[src/rtl/pbd_pkg.sv]
// Package for the PEM base64 body decoder.
// Holds the phase, token and queue status types, character constants and lookup functions.
// No dependencies.
`timescale 1ns / 1ps

package pbd_pkg;

    localparam int COUNT_BITS_DEF  = 24;
    localparam int QUEUE_DEPTH_DEF = 4;
    localparam int FIELD_W         = 24;
    localparam int TDATA_W         = 64;
    localparam int HDR_LEN         = 10;

    localparam logic [7:0] CH_NUL   = 8'h00;
    localparam logic [7:0] CH_NL    = 8'h0A;
    localparam logic [7:0] CH_DASH  = 8'h2D;
    localparam logic [7:0] CH_EQ    = 8'h3D;
    localparam logic [7:0] CH_PLUS  = 8'h2B;
    localparam logic [7:0] CH_SLASH = 8'h2F;

    localparam logic [3:0] HDR_LAST    = 4'd9;
    localparam logic [3:0] HDR_DASHES  = 4'd5;

    typedef enum logic [1:0] {
        PH_SEARCH = 2'd0,
        PH_SKIP   = 2'd1,
        PH_DECODE = 2'd2,
        PH_STOP   = 2'd3
    } t_phase;

    typedef struct packed {
        logic [7:0] text_byte;
        logic       is_b64;
        logic [5:0] sextet;
    } t_tok;

    typedef struct packed {
        logic full;
        logic valid;
    } t_q_stat;

    function automatic logic [7:0] hdr_char(input logic [3:0] k);
        logic [7:0] ch;
        case (k)
            4'd0, 4'd1, 4'd2, 4'd3, 4'd4: ch = CH_DASH;
            4'd5:    ch = 8'h42;
            4'd6:    ch = 8'h45;
            4'd7:    ch = 8'h47;
            4'd8:    ch = 8'h49;
            4'd9:    ch = 8'h4E;
            default: ch = CH_NUL;
        endcase
        return ch;
    endfunction

    function automatic t_tok classify(input logic [7:0] c);
        t_tok t;
        t.text_byte = c;
        t.is_b64    = 1'b1;
        t.sextet    = 6'd0;
        if (c >= 8'h41 && c <= 8'h5A) begin
            t.sextet = 6'(c - 8'h41);
        end else if (c >= 8'h61 && c <= 8'h7A) begin
            t.sextet = 6'(c - 8'h61 + 8'd26);
        end else if (c >= 8'h30 && c <= 8'h39) begin
            t.sextet = 6'(c - 8'h30 + 8'd52);
        end else if (c == CH_PLUS) begin
            t.sextet = 6'd62;
        end else if (c == CH_SLASH) begin
            t.sextet = 6'd63;
        end else begin
            t.is_b64 = 1'b0;
        end
        return t;
    endfunction

endpackage

[src/rtl/pem_base64_body_decoder_unit.sv]
// Top level of the PEM base64 body decoder: front end, token queue, back end.
// Depends on pbd_pkg, pbd_front, pbd_queue and pbd_back.
//
//  channel   direction  handshake                         payload
//  s_axis    in         i_s_axis_tvalid / o_s_axis_tready  tdata[7:0] text_byte
//  m_axis    out        o_m_axis_tvalid / i_m_axis_tready  tdata[56:0], tuser[0] kind
//
// One byte per cycle sustained while the output does not stall; each byte is
// queued, and its result, if any, is registered at the edge that takes it from
// the queue. The back end's state update sets this rate while the output is free.
// Reset is synchronous, active low; it empties the queue and restarts search.
// A stalled output holds its result; the queue absorbs input while it stalls.
`timescale 1ns / 1ps

module pem_base64_body_decoder_unit
    import pbd_pkg::*;
#(
    parameter int COUNT_BITS  = COUNT_BITS_DEF,
    parameter int QUEUE_DEPTH = QUEUE_DEPTH_DEF
) (
    input  logic               i_clk,
    input  logic               i_rst_n,
    input  logic               i_s_axis_tvalid,
    output logic               o_s_axis_tready,
    // text_byte[7:0]
    input  logic [7:0]         i_s_axis_tdata,
    output logic               o_m_axis_tvalid,
    input  logic               i_m_axis_tready,
    // data_byte[7:0], found[8], byte_count[32:9], header_offset[56:33], zeros
    output logic [TDATA_W-1:0] o_m_axis_tdata,
    // kind[0]
    output logic [0:0]         o_m_axis_tuser
);

    t_q_stat q_stat;
    t_tok    push_tok;
    t_tok    head_tok;
    logic    push;
    logic    pop;

    pbd_front u_front (
        .i_valid  (i_s_axis_tvalid),
        .i_byte   (i_s_axis_tdata),
        .i_q_stat (q_stat),
        .o_ready  (o_s_axis_tready),
        .o_push   (push),
        .o_tok    (push_tok)
    );

    pbd_queue #(
        .DEPTH (QUEUE_DEPTH)
    ) u_queue (
        .i_clk   (i_clk),
        .i_rst_n (i_rst_n),
        .i_push  (push),
        .i_tok   (push_tok),
        .i_pop   (pop),
        .o_tok   (head_tok),
        .o_stat  (q_stat)
    );

    pbd_back #(
        .COUNT_BITS (COUNT_BITS)
    ) u_back (
        .i_clk    (i_clk),
        .i_rst_n  (i_rst_n),
        .i_q_stat (q_stat),
        .i_tok    (head_tok),
        .o_pop    (pop),
        .o_valid  (o_m_axis_tvalid),
        .i_ready  (i_m_axis_tready),
        .o_tdata  (o_m_axis_tdata),
        .o_tuser  (o_m_axis_tuser)
    );

    a_sum_no_byte: assert property (@(posedge i_clk) disable iff (!i_rst_n)
        (o_m_axis_tvalid && o_m_axis_tuser[0]) |-> (o_m_axis_tdata[7:0] == 8'd0))
        else $error("summary result carries a data byte");

    a_data_no_sum: assert property (@(posedge i_clk) disable iff (!i_rst_n)
        (o_m_axis_tvalid && !o_m_axis_tuser[0]) |-> (o_m_axis_tdata[56:8] == '0))
        else $error("data result carries summary fields");

    a_rose_after_pop: assert property (@(posedge i_clk) disable iff (!i_rst_n)
        $rose(o_m_axis_tvalid) |-> $past(pop))
        else $error("result appeared without a token leaving the queue");

    a_pop_needs_token: assert property (@(posedge i_clk) disable iff (!i_rst_n)
        (!q_stat.valid && !push) |=> !pop)
        else $error("back end took a token from an empty queue");

endmodule

[src/rtl/pbd_front.sv]
// Front end of the PEM base64 body decoder: accepts bytes and classifies them.
// Depends on pbd_pkg; feeds pbd_queue.
`timescale 1ns / 1ps

module pbd_front
    import pbd_pkg::*;
(
    input  logic       i_valid,
    input  logic [7:0] i_byte,
    input  t_q_stat    i_q_stat,
    output logic       o_ready,
    output logic       o_push,
    output t_tok       o_tok
);

    assign o_ready = !i_q_stat.full;
    assign o_push  = i_valid && !i_q_stat.full;
    assign o_tok   = classify(i_byte);

endmodule

[src/rtl/pbd_queue.sv]
// Short token queue between the front end and the back end.
// Depends on pbd_pkg; depth must be a power of two of at least two.
`timescale 1ns / 1ps

module pbd_queue
    import pbd_pkg::*;
#(
    parameter int DEPTH = QUEUE_DEPTH_DEF
) (
    input  logic    i_clk,
    input  logic    i_rst_n,
    input  logic    i_push,
    input  t_tok    i_tok,
    input  logic    i_pop,
    output t_tok    o_tok,
    output t_q_stat o_stat
);

    localparam int PW = $clog2(DEPTH);
    localparam int CW = $clog2(DEPTH + 1);

    t_tok          r_mem [DEPTH];
    logic [PW-1:0] r_wr_ptr;
    logic [PW-1:0] r_rd_ptr;
    logic [CW-1:0] r_count;

    assign o_tok        = r_mem[r_rd_ptr];
    assign o_stat.full  = (r_count == CW'(DEPTH));
    assign o_stat.valid = (r_count != '0);

    always_ff @(posedge i_clk) begin
        if (i_push) begin
            r_mem[r_wr_ptr] <= i_tok;
        end
    end

    always_ff @(posedge i_clk) begin
        if (!i_rst_n) begin
            r_wr_ptr <= '0;
            r_rd_ptr <= '0;
            r_count  <= '0;
        end else begin
            if (i_push) begin
                r_wr_ptr <= r_wr_ptr + PW'(1);
            end
            if (i_pop) begin
                r_rd_ptr <= r_rd_ptr + PW'(1);
            end
            case ({i_push, i_pop})
                2'b10:   r_count <= r_count + CW'(1);
                2'b01:   r_count <= r_count - CW'(1);
                default: r_count <= r_count;
            endcase
        end
    end

endmodule

[src/rtl/pbd_back.sv]
// Back end of the PEM base64 body decoder: header matcher, phase machine,
// base64 accumulator, counters and the output register. Depends on pbd_pkg.
`timescale 1ns / 1ps

module pbd_back
    import pbd_pkg::*;
#(
    parameter int COUNT_BITS = COUNT_BITS_DEF
) (
    input  logic               i_clk,
    input  logic               i_rst_n,
    input  t_q_stat            i_q_stat,
    input  t_tok               i_tok,
    output logic               o_pop,
    output logic               o_valid,
    input  logic               i_ready,
    output logic [TDATA_W-1:0] o_tdata,
    output logic [0:0]         o_tuser
);

    localparam logic [COUNT_BITS-1:0] CNT_MAX = '1;

    t_phase                r_phase, n_phase;
    logic [3:0]            r_match, n_match;
    logic [COUNT_BITS-1:0] r_position, n_position;
    logic [COUNT_BITS-1:0] r_saved, n_saved;
    logic [5:0]            r_pbits, n_pbits;
    logic [2:0]            r_pcnt, n_pcnt;
    logic [COUNT_BITS-1:0] r_dcount, n_dcount;

    logic                  r_out_valid, n_out_valid;
    logic [TDATA_W-1:0]    r_out_tdata, n_out_tdata;
    logic [0:0]            r_out_tuser, n_out_tuser;

    logic [7:0]            c;
    logic [3:0]            k;
    logic [3:0]            nb;
    logic [2:0]            nbn;
    logic [11:0]           acc;
    logic [11:0]           acc_sh;
    logic [6:0]            pmask;
    logic [COUNT_BITS+FIELD_W-1:0] ext_cnt;
    logic [COUNT_BITS+FIELD_W-1:0] ext_off;
    logic                  sum_found;
    logic [FIELD_W-1:0]    sum_cnt;
    logic [FIELD_W-1:0]    sum_off;

    assign o_pop   = i_q_stat.valid && (!r_out_valid || i_ready);
    assign o_valid = r_out_valid;
    assign o_tdata = r_out_tdata;
    assign o_tuser = r_out_tuser;

    always_ff @(posedge i_clk) begin
        if (!i_rst_n) begin
            r_phase     <= PH_SEARCH;
            r_match     <= '0;
            r_position  <= '0;
            r_saved     <= '0;
            r_pbits     <= '0;
            r_pcnt      <= '0;
            r_dcount    <= '0;
            r_out_valid <= 1'b0;
        end else begin
            r_phase     <= n_phase;
            r_match     <= n_match;
            r_position  <= n_position;
            r_saved     <= n_saved;
            r_pbits     <= n_pbits;
            r_pcnt      <= n_pcnt;
            r_dcount    <= n_dcount;
            r_out_valid <= n_out_valid;
        end
    end

    always_ff @(posedge i_clk) begin
        r_out_tdata <= n_out_tdata;
        r_out_tuser <= n_out_tuser;
    end

    always_comb begin
        c          = i_tok.text_byte;
        k          = (r_match > HDR_LAST) ? 4'd0 : r_match;
        nb         = ((r_pcnt > 3'd6) ? 4'd6 : {1'b0, r_pcnt}) + 4'd6;
        nbn        = (nb >= 4'd8) ? 3'(nb - 4'd8) : nb[2:0];
        acc        = {r_pbits, i_tok.sextet};
        acc_sh     = acc >> nbn;
        pmask      = (7'd1 << nbn) - 7'd1;
        ext_cnt    = {{FIELD_W{1'b0}}, r_dcount};
        ext_off    = {{FIELD_W{1'b0}}, r_saved};
        sum_found  = (r_phase == PH_DECODE) || (r_phase == PH_STOP);
        sum_cnt    = sum_found ? ext_cnt[FIELD_W-1:0] : '0;
        sum_off    = (r_phase != PH_SEARCH) ? ext_off[FIELD_W-1:0] : '0;

        n_phase     = r_phase;
        n_match     = r_match;
        n_position  = r_position;
        n_saved     = r_saved;
        n_pbits     = r_pbits;
        n_pcnt      = r_pcnt;
        n_dcount    = r_dcount;
        n_out_valid = r_out_valid && !i_ready;
        n_out_tdata = r_out_tdata;
        n_out_tuser = r_out_tuser;

        if (o_pop) begin
            if (r_position != CNT_MAX) begin
                n_position = r_position + COUNT_BITS'(1);
            end
            if (c == CH_NUL) begin
                n_out_valid = 1'b1;
                n_out_tuser = 1'b1;
                n_out_tdata = {7'd0, sum_off, sum_cnt, sum_found, 8'd0};
                n_phase     = PH_SEARCH;
                n_match     = '0;
                n_position  = '0;
                n_saved     = '0;
                n_pbits     = '0;
                n_pcnt      = '0;
                n_dcount    = '0;
            end else begin
                case (r_phase)
                    PH_SEARCH: begin
                        if (c == hdr_char(k)) begin
                            n_match = k + 4'd1;
                        end else if (k == HDR_DASHES && c == CH_DASH) begin
                            n_match = HDR_DASHES;
                        end else if (c == CH_DASH) begin
                            n_match = 4'd1;
                        end else begin
                            n_match = 4'd0;
                        end
                        if (n_match >= 4'(HDR_LEN)) begin
                            n_saved = r_position - COUNT_BITS'(HDR_LEN - 1);
                            n_match = 4'd0;
                            n_phase = PH_SKIP;
                        end
                    end
                    PH_SKIP: begin
                        if (c == CH_NL) begin
                            n_phase = PH_DECODE;
                        end
                    end
                    PH_DECODE: begin
                        if (c == CH_DASH || c == CH_EQ) begin
                            n_phase = PH_STOP;
                        end else if (i_tok.is_b64) begin
                            if (nb >= 4'd8) begin
                                n_out_valid = 1'b1;
                                n_out_tuser = 1'b0;
                                n_out_tdata = {{(TDATA_W-8){1'b0}}, acc_sh[7:0]};
                                if (r_dcount != CNT_MAX) begin
                                    n_dcount = r_dcount + COUNT_BITS'(1);
                                end
                            end
                            n_pbits = acc[5:0] & pmask[5:0];
                            n_pcnt  = nbn;
                        end
                    end
                    default: begin
                    end
                endcase
            end
        end
    end

endmodule
[config.mk]
export PLATFORM = sky130hd
export DESIGN_NAME = pem_base64_body_decoder_unit
export DESIGN_NICKNAME = d
export VERILOG_FILES = /design/src/rtl/pbd_pkg.sv /design/src/rtl/pem_base64_body_decoder_unit.sv /design/src/rtl/pbd_front.sv /design/src/rtl/pbd_queue.sv /design/src/rtl/pbd_back.sv
export SDC_FILE = /design/constraint.sdc
export NUM_CORES = 1
export LEC_CHECK = 0
export BUFFER_PORTS_ARGS = -buffer_cell sky130_fd_sc_hd__buf_2
export CAP_MARGIN = 40
export CORE_UTILIZATION = 45
export DETAILED_ROUTE_END_ITERATION = 10
export PLACE_DENSITY = 0.67
export SLEW_MARGIN = 0
export SYNTH_ARGS = -nofsm -noshare
export SYNTH_HDL_FRONTEND = slang
export SYNTH_HIERARCHICAL = 1
export SYNTH_SLANG_ARGS = --single-unit
export TNS_END_PERCENT = 10
[constraint.sdc]
create_clock -name i_clk -period 8.66 [get_ports i_clk]
set_clock_uncertainty 0.2 [all_clocks]
set_input_delay 2.165 -clock i_clk [delete_from_list [all_inputs] [get_ports i_clk]]
set_output_delay 2.165 -clock i_clk [all_outputs]
set_load 0.03 [all_outputs]
Word-level counts from Yosys, hierarchy flattened
Memories as Yosys holds them, arrays and structs flattened. A register that Yosys moved wholly into a read port is not among the register bits.
Index checks and enable logic that the tools add are counted.
- add/subtract/negate cells: 16
- multiply operators: 0
- divide/modulo/power cells: 0
- $lt $le $gt $ge: 10
- equality and inequality tests: 19
- shift-type cells: 2
- mux-type cells: 71
- bitwise logic cells: 1
- reduce and logical (&&, ||, !) cells: 33
- operators with widths (operator ; count):
    2-to-1 mux 24 bit ; 13
    2-to-1 mux 64 bit ; 4
    2-to-1 mux 57 bit ; 1
    2-to-1 mux 6 bit ; 9
    adder 24 x 1 -> 24 bit, second input constant ; 2
    inequality test 24 bit, second input constant ; 2
    2-to-1 mux 4 bit ; 9
    equality test 8 x 6 -> 1 bit, second input constant ; 4
    2-to-1 mux 8 bit ; 3
    subtractor 24 x 4 -> 24 bit, second input constant ; 1
    2-to-1 mux 1 bit ; 18
    2-to-1 mux 3 bit ; 6
    nonzero test 2 bit ; 9
    >= comparator 8 x 7 -> 1 bit, second input constant ; 2
    less-or-equal comparator 8 x 7 -> 1 bit, second input constant ; 2
    2-to-1 mux 2 bit ; 6
    right shift 12 x 3 -> 8 bit ; 1
    subtractor 6 x 1 -> 6 bit, second input constant ; 2
    subtractor 6 bit, second input constant ; 2
    AND reduction 5 bit ; 2
    equality test 8 x 4 -> 1 bit, second input constant ; 1
    equality test 8 bit ; 1
    >= comparator 4 bit, second input constant ; 2
    >= comparator 8 x 6 -> 1 bit, second input constant ; 1
    other kinds (32) ; 49
- bits in registers: 160
- bits in latches: 0
- bits in writable memories: 60
- bits in read-only memories: 96
- input port bits: 12
- output and inout port bits: 67
- logic and storage cells: 168
- memories kept: 2
- memories (name ; depth ; bits a word ; rd ports ; clocked after memory_dff ; write ports ; line ; text):
    (no name shown) ; 16 ; 6 ; 1 ; 0 ; 0 ; pbd_pkg.sv:44 ; case (k)
    u_queue.r_mem ; 4 ; 15 ; 1 ; 1 ; 1 ; pbd_queue.sv:22 ; t_tok r_mem [DEPTH];

Longest topological paths before layout
Gate-level depths: netlist (run 1).
An unclocked memory read counts as a cell.
- depth in word-level cells: 15
- mapped depth: 12

Modules after synthesis
The synthesis (run 1) kept the hierarchy.
- modules (own cells, without submodules) (module ; times used ; cells each ; area an instance (um2)):
    pbd_back ; 1 ; 734 ; 7327.0
    pbd_queue ; 1 ; 124 ; 2646.3
    pbd_front ; 1 ; 84 ; 585.6

Worst setup path before layout (run 1)
Ideal clock, no wire load.
- path type: input to register
- from: in i_m_axis_tready
- to: reg u_back.r_dcount[2]
- library setup time: 70 ps
- arrival time: 8370 ps
- setup slack: 20 ps
- stages: 7
- path buffers: 1
- path through: nand2b_1 -> nand2_1 -> clkbuf_1 -> a211oi_1 -> o21ai_1 -> or3_1 -> a21oi_1
- longest elaborated chain between the ends: 3
- RTL lines (element ; line ; text):
    start, declared ; pem_base64_body_decoder_unit.sv:28 ; input logic i_m_axis_tready,
    logical OR 1 bit ; pbd_back.sv:48 ; assign o_pop = i_q_stat.valid && (!r_out_valid || i_ready);
    logical AND 1 bit ; pbd_back.sv:48 ;
    AND reduction 6 bit (no line) ; -- ;
    end signal, assigned ; pbd_back.sv:70 ; r_dcount <= n_dcount;
    end, declared ; pbd_back.sv:29 ; logic [COUNT_BITS-1:0] r_dcount, n_dcount;
Every way passes these cells.
A chain may end at the register's enable or synchronous reset.

==> results of run 1 <==
-- placed cells by master, fill, tap and decap left out, drive strengths merged, types with 27 or more instances in the layout --
cell type / synthesis / routed
o21ai: 27 / 27
ha: 27 / 27
nand3: 32 / 32
and2: 59 / 59
dfxtp: 97 / 97
buf: 41 / 83
xnor2: 38 / 38
nor2: 70 / 70
inv: 32 / 34
nand2: 51 / 51
edfxtp: 118 / 118
clkbuf: 28 / 32
a21oi: 36 / 36
-- layer usage --
metal  vias to the layer above  wire, um
met3                        23       871
met2                       178      9660
met5                         -         0
met1                      3445      9630
li1                       3539         -
met4                         0       335
-- kinds of logic after synthesis --
kind of cell               count (synthesis)  share of synthesized area [%]
AOI/OAI and AO/OA                        155                           10.8
other                                      1                         0.0355
adders and majority gates                 28                           3.39
buffers and inverters                    101                           4.70
and+or+nand+nor                          344                           18.1
xor gates and xnor gates                  62                           5.14
DFF                                      215                           51.9
muxes                                     36                           5.84
-- state kept, by name, indices dropped and copies added (netlist names), named ones only --
name and cells:
u_queue/r_mem 60, u_back/o_tdata 57, u_back/r_dcount 24, u_back/r_position 24, u_back/r_saved 24, u_back/r_pbits 6
u_back/r_match 4, u_back/r_pcnt 3, u_queue/r_count 3, u_back/r_phase 2, u_queue/r_rd_ptr 2, u_queue/r_wr_ptr 2
u_back/o_tuser 1, u_back/o_valid 1
-- cell type report --
cell class              instances  area share (%)
clock buffers                  32            5.47
inverters                      32            1.01
clock inverters                12            1.09
flip-flops and latches        215            46.2
repair buffers                 83            4.07
well taps                     313            3.30
multi-input cells             632            38.9
-- path summary, 6_finish.rpt --
check | slack (ns) | startpoint | to | depth (start not counted)
min | 0.25 | u_back/r_saved[11]$_SDFFE_PN0P_ | u_back/r_saved[11]$_SDFFE_PN0P_ | 1
max | 4.21 | flop | u_back/r_dcount[20]$_SDFFE_PN0P_ | 10
max reg2reg | 4.21 | flop | u_back/r_dcount[20]$_SDFFE_PN0P_ | 10
min reg2reg | 0.25 | u_back/r_saved[11]$_SDFFE_PN0P_ | u_back/r_saved[11]$_SDFFE_PN0P_ | 1
-- power by group through the flow --
stage | Combinational (uW) | Sequential [uW] | Clock, uW
after global routing | 507 | 1180 | 1050
final | 458 | 1170 | 984
after detailed placement | 459 | 1190 | 0
after CTS | 461 | 1170 | 1010
after floorplan | 375 | 1170 | 0
after global placement | 424 | 1200 | 0
-- metrics by stage --
step           util (%)  hold slack [ns]  instances  total power [uW]
2_1_floorplan         -            0.224        948              1540
3_3_place_gp       48.2            0.239       1269              1630
3_5_place_dp       48.6            0.241       1275              1650
4_1_cts            52.0            0.258       1319              2640
5_1_grt            52.0            0.271       1319              2730
6_report           52.0            0.251       1319              2610
-- worst max-delay path: stages (launching register included) --
cell	delay (ns)
dfxtp_1	0.55
buf_16	0.20
mux4_1	0.68
nor4_1	0.43
nand2_1	0.10
buf_4	0.24
inv_1	0.58
or4_1	0.60
nand3_1	0.28
or3_1	0.37
a21oi_1	0.14
==> impl_metrics.py, run 1 <==
metrics = {
    "status": {
        "outcome": "finished, final reports clean",
    },
    "synthesis": {
        "syn-cell-area_mm2": 0.0106,
        "synth_cell_types": 79,
        "ys_ff_latch": 215,
        "synthArstFlopShare_pct": 0,
        "yosysSeqAreaShare_pct": 51.9,
        "synth_area_leaders": "edfxtp_1 34%, dfxtp_1 18%, and2_1 3.5%",
        "syn_inst": 942,
        "synth_area_per_cell_um2": 11.2,
        "yosysTopAreaCellShare_pct": 33.6,
        "synth_ff_type": "edfxtp_1",
        "yosysMostFrequentCell": "edfxtp_1",
        "yosysTopAreaCell": "edfxtp_1",
        "synth_edf_count": 118,
        "ys_warn_count": 6,
        "synthTopCellsByCount": "118 x edfxtp_1, 97 x dfxtp_1, 70 x nor2_1",
    },
    "cts": {
        "worstSkewPairLatency_ns": 0.51,
        "cts_resized": 0,
        "cts_sinks": 215,
        "tritoncts": "yes",
        "clk_pin_slew_ns": 0.06,
        "postCtsSetupRepairBufs": 0,
        "postCtsHoldBufs": 0,
        "cts_buffers": 24,
        "cts.path.max_buffers": 3,
        "htree_levels": 1,
        "root_buffer": "clkbuf_16",
    },
    "pwr": {
        "pwr-share-seq_pct": 44.8,
        "switchingPower_uw": 703,
        "power.leakage_uw": 0.00447,
        "power_frac_comb_pct": 17.5,
        "switching_share_pct": 26.9,
        "peakVddDrop_mv": 0.181,
        "p_int_uw": 1910,
        "clkPwrFrac_pct": 37.7,
        "powerDensity_mw_per_mm2": 220,
    },
    "final_layout": {
        "area_delta_synth_final_pct": 12.5,
        "final_cell_area_mm2": 0.0119,
        "drive_gt1_share_pct": 15.3,
        "seqCellArea_mm2": 0.00549,
        "multi_input_area_mm2": 0.00462,
        "num_antenna_cells": 0,
        "final_nets": 1028,
        "n_fill_cell": 2035,
    },
    "sta": {
        "worstMarginPinSlew_ns": 0.869,
        "finalHoldViolCount": 0,
        "layout_setup_ws_ns": 4.21,
        "final-max-slew-violation-count": 0,
        "rsz0062_at_grt": "no",
        "fmax_ghz": 0.225,
        "period_share_pct": 51.4,
        "finalSetupTns_ns": 0,
        "setup_viol": 0,
        "min_period_ns": 4.45,
        "slew_headroom_pct": 41.8,
    },
    "worst_setup_path": {
        "cp-start-kind": "flop",
        "critical_path_class": "reg -> reg",
        "critical_path_required_ns": 8.90,
        "endpoint_kind": "flop",
        "critPathArrivalTime_ns": 4.69,
        "critPathMaxFanout": 22,
    },
    "die": {
        "num_rows": 55,
        "coreArea_mm2": 0.0228,
        "num_io_pins": 79,
        "start_util_pct": 46.2,
        "fp.dieW_um": 155,
        "die_h_um": 155,
        "die-area_mm2": 0.0241,
    },
    "placed_design": {
        "dpl.hpwl_um": 13900,
        "portBuffers": 71,
        "place_area_mm2": 0.0111,
        "pre_cts_slack_ns": 3.87,
        "place.gp.congestion": 0.854,
    },
    "global_route": {
        "grt_pass1_wl_um": 34800,
        "grt_overflow_total": 0,
        "met2_usage_pct": 29.5,
        "grt_pass1_vias": 6946,
        "use_met3_pct": 2.42,
        "busiest_layer": "met2",
        "track_usage_pct": 17.5,
        "antenna_found_initial": 0,
        "grt.met1_usage_pct": 23.7,
        "grt_max_degree": 42,
    },
    "route": {
        "drc": 0,
        "wl_per_cell_um": 15.5,
        "drt_wl_total_um": 20500,
        "vias": 7185,
        "viasPerCell": 5.45,
        "firstDrtPassIters": 5,
        "ant_nets": 0,
        "drtIter0Drc": 356,
    },
    "flow_run": {
        "maxCapViolations": 0,
    },
    "hold_path": {
        "hold_class": "reg -> reg",
    },
}
No activity file was read; power rests on OpenSTA's default activity.
==> inputs of run 2 (changes only) <==
--- a/config.mk
+++ b/config.mk
@@ -5,11 +5,12 @@
 export SDC_FILE = /design/constraint.sdc
 export NUM_CORES = 1
 export LEC_CHECK = 0
+export ABC_AREA = 1
 export BUFFER_PORTS_ARGS = -buffer_cell sky130_fd_sc_hd__buf_2
 export CAP_MARGIN = 40
 export CORE_UTILIZATION = 45
 export DETAILED_ROUTE_END_ITERATION = 10
-export PLACE_DENSITY = 0.67
+export PLACE_DENSITY = 0.64
 export SLEW_MARGIN = 0
 export SYNTH_ARGS = -nofsm -noshare
 export SYNTH_HDL_FRONTEND = slang
==> constraint.sdc (replaced) <==
create_clock -name i_clk -period 4.2 [get_ports i_clk]
set_clock_uncertainty 0.2 [all_clocks]
set_input_delay 1.05 -clock i_clk [delete_from_list [all_inputs] [get_ports i_clk]]
set_output_delay 1.05 -clock i_clk [all_outputs]
set_load 0.03 [all_outputs]
==> run 2 against run 1 <==
Net effect:
- synthesized area grew 11%
- die area grew 10%
- fmax grew 25%
- via count grew 32%
- critical path depth grew 2
- clock power grew 120%
- hold slack lost 0.00059 ns
- combinational power grew to 3.3 times the previous value
- sequential cell count is the same
==> impl_metrics.py, run 2 <==
metrics = {
    "die": {
        "die_h_um": 163,
        "start_util_pct": 46.1,
        "die-area_mm2": 0.0266,
        "coreArea_mm2": 0.0253,
        "num_io_pins": 79,
        "num_rows": 58,
        "fp.dieW_um": 163,
    },
    "synthesis": {
        "yosysMostFrequentCell": "nand2_1",
        "synth_edf_count": 118,
        "syn_inst": 1437,
        "ys_ff_latch": 215,
        "yosysTopAreaCellShare_pct": 30.4,
        "ys_warn_count": 6,
        "yosysSeqAreaShare_pct": 47.0,
        "yosysTopAreaCell": "edfxtp_1",
        "synthTopCellsByCount": "263 x nand2_1, 224 x nor2_1, 150 x inv_1",
        "synth_area_per_cell_um2": 8.12,
        "synth_cell_types": 48,
        "synth_area_leaders": "edfxtp_1 30%, dfxtp_1 17%, nand2_1 8.5%",
        "syn-cell-area_mm2": 0.0117,
        "synth_ff_type": "edfxtp_1",
        "synthArstFlopShare_pct": 0,
    },
    "flow_run": {
        "maxCapViolations": 0,
    },
    "worst_setup_path": {
        "cp-start-kind": "flop",
        "critPathArrivalTime_ns": 3.74,
        "reg2reg_depth": 12,
        "critPathMaxFanout": 30,
        "endpoint_kind": "flop",
        "critical_path_required_ns": 4.38,
        "r2r_slack_ns": 0.64,
        "critical_path_class": "reg -> reg",
        "r2r-end": "u_back/r_dcount[1]$_SDFFE_PN0P_",
    },
    "cts": {
        "cts_sinks": 215,
        "postCtsSetupRepairBufs": 0,
        "root_buffer": "clkbuf_16",
        "cts.path.max_buffers": 3,
        "clk_pin_slew_ns": 0.06,
        "cts_resized": 0,
        "postCtsHoldBufs": 0,
        "cts_buffers": 24,
        "worstSkewPairLatency_ns": 0.52,
        "htree_levels": 1,
        "tritoncts": "yes",
    },
    "sta": {
        "min_period_ns": 3.56,
        "final-max-slew-violation-count": 0,
        "slew_headroom_pct": 44.6,
        "setup_viol": 0,
        "worstMarginPinSlew_ns": 0.831,
        "finalSetupTns_ns": 0,
        "fmax_ghz": 0.281,
        "rsz0062_at_grt": "no",
        "finalHoldViolCount": 0,
        "period_share_pct": 84.7,
    },
    "pwr": {
        "peakVddDrop_mv": 0.247,
        "powerDensity_mw_per_mm2": 470,
        "power.leakage_uw": 0.00531,
    },
    "route": {
        "vias": 9464,
        "drtIter0Drc": 667,
        "drc": 0,
        "firstDrtPassIters": 5,
        "drt_wl_total_um": 26100,
        "ant_nets": 0,
        "viasPerCell": 5.17,
        "wl_per_cell_um": 14.3,
    },
    "global_route": {
        "grt_max_degree": 64,
        "track_usage_pct": 19.7,
        "grt_pass1_wl_um": 42700,
        "antenna_found_initial": 0,
        "grt_pass1_vias": 8581,
        "grt_overflow_total": 0,
    },
    "final_layout": {
        "final_nets": 1522,
        "num_antenna_cells": 0,
        "n_fill_cell": 2443,
        "area_delta_synth_final_pct": 10.8,
        "final_core_util_pct": 51.0,
        "layout_commonest_cell": "nand2_1",
        "seqCellArea_mm2": 0.00549,
        "multi_input_area_mm2": 0.00513,
        "largest_reg_flops": 60,
        "regMostFlops": "u_queue/r_mem",
        "layout_common_cells": "263 x nand2_1, 224 x nor2_1, 150 x inv_1",
        "drive_gt1_share_pct": 14.4,
    },
    "status": {
        "outcome": "finished, final reports clean",
    },
    "placed_design": {
        "dpl.hpwl_um": 18300,
        "place.gp.congestion": 0.908,
        "portBuffers": 71,
    },
    "hold_path": {
        "hold_path.startpoint": "u_queue/r_rd_ptr[1]$_SDFFE_PN0P_",
        "whs_path_depth": 1,
        "hold_class": "reg -> reg",
    },
}
-- run 2: cell count changes in the layout (fill, tap and decap cells not counted), moves of 18 or more --
cell	previous run	this run
o21ai_2	1	23
inv_1	31	150
o21ai_1	4	24
and2_1	59	1
a21oi_1	36	71
xnor2_1	38	0
o2bb2ai_1	23	0
o21ai_0	22	50
nor2_1	70	224
nand2_1	51	263
nor3_1	16	41
inv_2	1	19
nand3_1	31	100
nand4_1	14	33
-- run 2: final cells by class --
type                       count  share of cell area [%]
clock buffer                  31                    5.17
clock inverter                13                    1.15
inverter                     172                    5.00
multi-input combinational    988                    39.7
sequential                   215                    42.4
tap                          330                    3.19
timing repair buffer          81                    3.33
-- run 2: worst max-delay path by stage --
stage,end,slack (ns),from
6_report,u_back/r_dcount[1]$_SDFFE_PN0P_,0.64,flop
5_1_grt,u_back/r_dcount[1]$_SDFFE_PN0P_,0.29,flop
4_1_cts,u_back/r_dcount[1]$_SDFFE_PN0P_,0.62,flop
3_5_place_dp,u_back/r_dcount[1]$_SDFFE_PN0P_,0.63,flop
3_3_place_gp,u_back/r_dcount[23]$_SDFFE_PN0P_,0.80,flop
2_1_floorplan,u_back/r_dcount[15]$_SDFFE_PN0P_,0.21,i_m_axis_tready
-- run 2: power by group --
group / internal (uW) / switching, uW / total [uW]
sequential: 2340 / 69.8 / 2410
clock: 1310 / 846 / 2150
combinational: 439 / 1070 / 1510
total: 4090 / 1990 / 6080
-- run 2: critical path, stage by stage, from the launching register on --
cell,delay [ns]
dfxtp_1,0.32
inv_2,0.43
nor2_1,0.08
o22ai_1,0.39
inv_2,0.10
nand4_2,0.16
nor2_8,0.10
inv_2,0.44
nand4_2,0.29
nand2_2,0.42
inv_2,0.21
o21ai_0,0.21
nor2_1,0.06
-- run 2: cells by family (layout without fill, tap and decap cells) --
group | after synthesis | in the layout | synth area share (%)
other | 1 | 7 | 0.0321
AOI/OAI and AO/OA | 198 | 198 | 10.2
and+or+nand+nor | 716 | 716 | 27.6
xor gates and xnor gates | 39 | 39 | 2.93
adders and majority gates | 28 | 28 | 3.07
buffers and inverters | 240 | 297 | 9.20
DFF | 215 | 215 | 47.0
-- run 2: stage by stage --
stage | std cells | hold WS (ns) | worst slack (ns) | power (uW) | instance area, um^2
floorplan | 1443 | 0.212 | 0.208 | 3660 | 11700
global placement | 1786 | 0.241 | 0.801 | 3920 | 12100
detailed placement | 1786 | 0.241 | 0.634 | 3960 | 12100
CTS | 1830 | 0.254 | 0.618 | 6110 | 12900
global route | 1830 | 0.264 | 0.292 | 6380 | 12900
finish | 1830 | 0.251 | 0.642 | 6080 | 12900
-- run 2: layer usage --
layer	vias up	routed length, um	global-route usage, %
met1	4390	12700	28.3
met5	-	0	0
met3	38	1230	2.59
li1	4813	-	-
met2	223	11700	31.1
met4	0	432	5.10
==> inputs of run 3 (changes only) <==
==> constraint.sdc (replaced) <==
create_clock -name i_clk -period 3.4 [get_ports i_clk]
set_clock_uncertainty 0.2 [all_clocks]
set_input_delay 0.85 -clock i_clk [delete_from_list [all_inputs] [get_ports i_clk]]
set_output_delay 0.85 -clock i_clk [all_outputs]
set_load 0.03 [all_outputs]
==> run 3 against run 2 <==
Net effect:
- sequential power up 24%
- critical path type unchanged
- register-to-register slack worse by 0.21 ns
- die area unchanged
- cell count up 0.16%
- sequential cell count unchanged
- clock power up 20%
- fmax up 20%
- count of clock-buffer cells in the layout up 1
- sequential share of layout area down 0.37 points
- non-clock buffer count up 6
==> impl_metrics.py, run 3 (synthesis results as in run 2) <==
metrics = {
    "status": {
        "outcome": "finished, final reports clean",
    },
    "die": {
        "die_h_um": 163,
        "coreArea_mm2": 0.0253,
        "die-area_mm2": 0.0266,
        "start_util_pct": 46.1,
        "num_rows": 58,
        "num_io_pins": 79,
        "fp.dieW_um": 163,
    },
    "pwr": {
        "switching_share_pct": 32.7,
        "clkPwrFrac_pct": 34.5,
        "power_frac_comb_pct": 25.9,
        "pwr-share-seq_pct": 39.6,
        "powerDensity_mw_per_mm2": 576,
        "p_int_uw": 5060,
        "switchingPower_uw": 2460,
        "power.leakage_uw": 0.00535,
        "peakVddDrop_mv": 0.342,
    },
    "placed_design": {
        "portBuffers": 71,
        "dpl.hpwl_um": 18300,
        "place.gp.congestion": 0.916,
        "pre_cts_slack_ns": 0.428,
        "dp.cells": 1792,
        "place_area_mm2": 0.0122,
    },
    "sta": {
        "rsz0062_at_grt": "no",
        "final-max-slew-violation-count": 0,
        "min_period_ns": 2.96,
        "fmax_ghz": 0.337,
        "period_share_pct": 87.2,
        "layout_setup_ws_ns": 0.436,
        "finalHoldViolCount": 0,
        "setup_viol": 0,
        "slew_headroom_pct": 53.9,
        "worstMarginPinSlew_ns": 0.691,
    },
    "final_layout": {
        "final_nets": 1527,
        "drive_gt1_share_pct": 15.8,
        "final_cell_area_mm2": 0.0131,
        "multi_input_area_mm2": 0.00519,
        "layoutNonFillerInstCount": 1833,
        "regMostFlops": "u_queue/r_mem",
        "num_antenna_cells": 0,
        "layout_common_cells": "262 x nand2_1, 222 x nor2_1, 147 x inv_1",
        "final_core_util_pct": 51.5,
        "largest_reg_flops": 60,
        "n_fill_cell": 2417,
        "seqCellArea_mm2": 0.00549,
        "layout_commonest_cell": "nand2_1",
        "area_delta_synth_final_pct": 11.8,
    },
    "worst_setup_path": {
        "endpoint_kind": "flop",
        "critical_path_class": "reg -> reg",
        "cp-start-kind": "flop",
        "critPathArrivalTime_ns": 3.16,
        "worst_path_most_repeated_cell": "nand2_1",
        "critical_path_required_ns": 3.60,
        "cp_slowest_cell": "dfxtp_1",
        "critPathMaxFanout": 11,
        "critPathMaxStageDelay_ns": 0.34,
        "reg2reg_depth": 19,
        "worstPathCellList": "nor2_2 -> nor2_1 -> nor2_1 -> inv_1 -> ha_1 -> inv_1 -> nand3_1 -> nand2_1 -> nand2_1 -> nand2_1 -> nand2_1 -> nor2_2 -> nand4_2 -> nand2_2 -> nand2_2 -> nand2_4 -> inv_2 -> nand2_1 -> nand2_1",
    },
    "global_route": {
        "antenna_found_initial": 0,
        "grt.met1_usage_pct": 27.7,
        "grt_pass1_vias": 8851,
        "grt_max_degree": 64,
        "grt_overflow_total": 0,
        "use_met3_pct": 2.72,
        "met2_usage_pct": 32.5,
        "busiest_layer": "met2",
        "track_usage_pct": 19.9,
        "grt_pass1_wl_um": 43200,
    },
    "cts": {
        "postCtsHoldBufs": 0,
        "cts_resized": 0,
        "cts.path.max_buffers": 3,
        "root_buffer": "clkbuf_16",
        "tritoncts": "yes",
        "cts_sinks": 215,
        "postCtsSetupRepairBufs": 0,
        "worstSkewPairLatency_ns": 0.51,
        "clk_pin_slew_ns": 0.06,
        "cts_buffers": 23,
        "htree_levels": 1,
    },
    "hold_path": {
        "hold_class": "reg -> reg",
        "whs_path_depth": 2,
    },
    "route": {
        "firstDrtPassIters": 5,
        "drc": 0,
        "viasPerCell": 5.16,
        "wl_per_cell_um": 14.0,
        "ant_nets": 0,
        "vias": 9461,
        "drt_wl_total_um": 25700,
        "drtIter0Drc": 719,
    },
    "flow_run": {
        "maxCapViolations": 0,
    },
}
[run 3: metal layers]
layer / vias to the layer above / routed length (um)
li1: 4825 / -
met1: 4367 / 12200
met2: 236 / 11800
met3: 33 / 1270
met4: 0 / 422
met5: - / 0
[run 3: power groups by stage]
stage,clock [uW],sequential [uW],combinational (uW)
6_report,2590,2980,1950
5_1_grt,2750,2990,2190
4_1_cts,2660,2980,1950
3_5_place_dp,0,3030,1940
3_3_place_gp,0,3030,1910
2_1_floorplan,0,3010,1580
[run 3: area by class of cell]
type,instances,area share [%]
multi-input combinational,988,39.8
clock inverter,9,0.777
sequential,215,42.1
tap,330,3.16
inverter,172,4.95
clock buffer,32,5.37
timing repair buffer,87,3.89
[run 3: critical path, delay by kind of cell (launching register included)]
family	cells	cell delay (ns)
adders and majority gates	1	0.18
buffers and inverters	3	0.32
DFF	1	0.34
and+or+nand+nor	15	1.82
[run 3: final timing paths]
kind	startpoint	endpoint	slack, ns
hold / removal	u_back/r_saved[15]$_SDFFE_PN0P_	u_back/r_saved[15]$_SDFFE_PN0P_	0.25
hold reg to reg	u_back/r_saved[15]$_SDFFE_PN0P_	u_back/r_saved[15]$_SDFFE_PN0P_	0.25
setup / recovery	u_back/r_match[1]$_SDFFE_PN0P_	u_back/r_saved[10]$_SDFFE_PN0P_	0.44
setup reg to reg	u_back/r_match[1]$_SDFFE_PN0P_	u_back/r_saved[10]$_SDFFE_PN0P_	0.44
[run 3: per-stage QoR]
step	hold WS [ns]	total power, uW	setup TNS (ns)
global route	0.276	7930	0
global placement	0.246	4940	0
floorplan	0.201	4600	-8.57
CTS	0.257	7580	0
finish	0.254	7520	0
detailed placement	0.245	4970	0
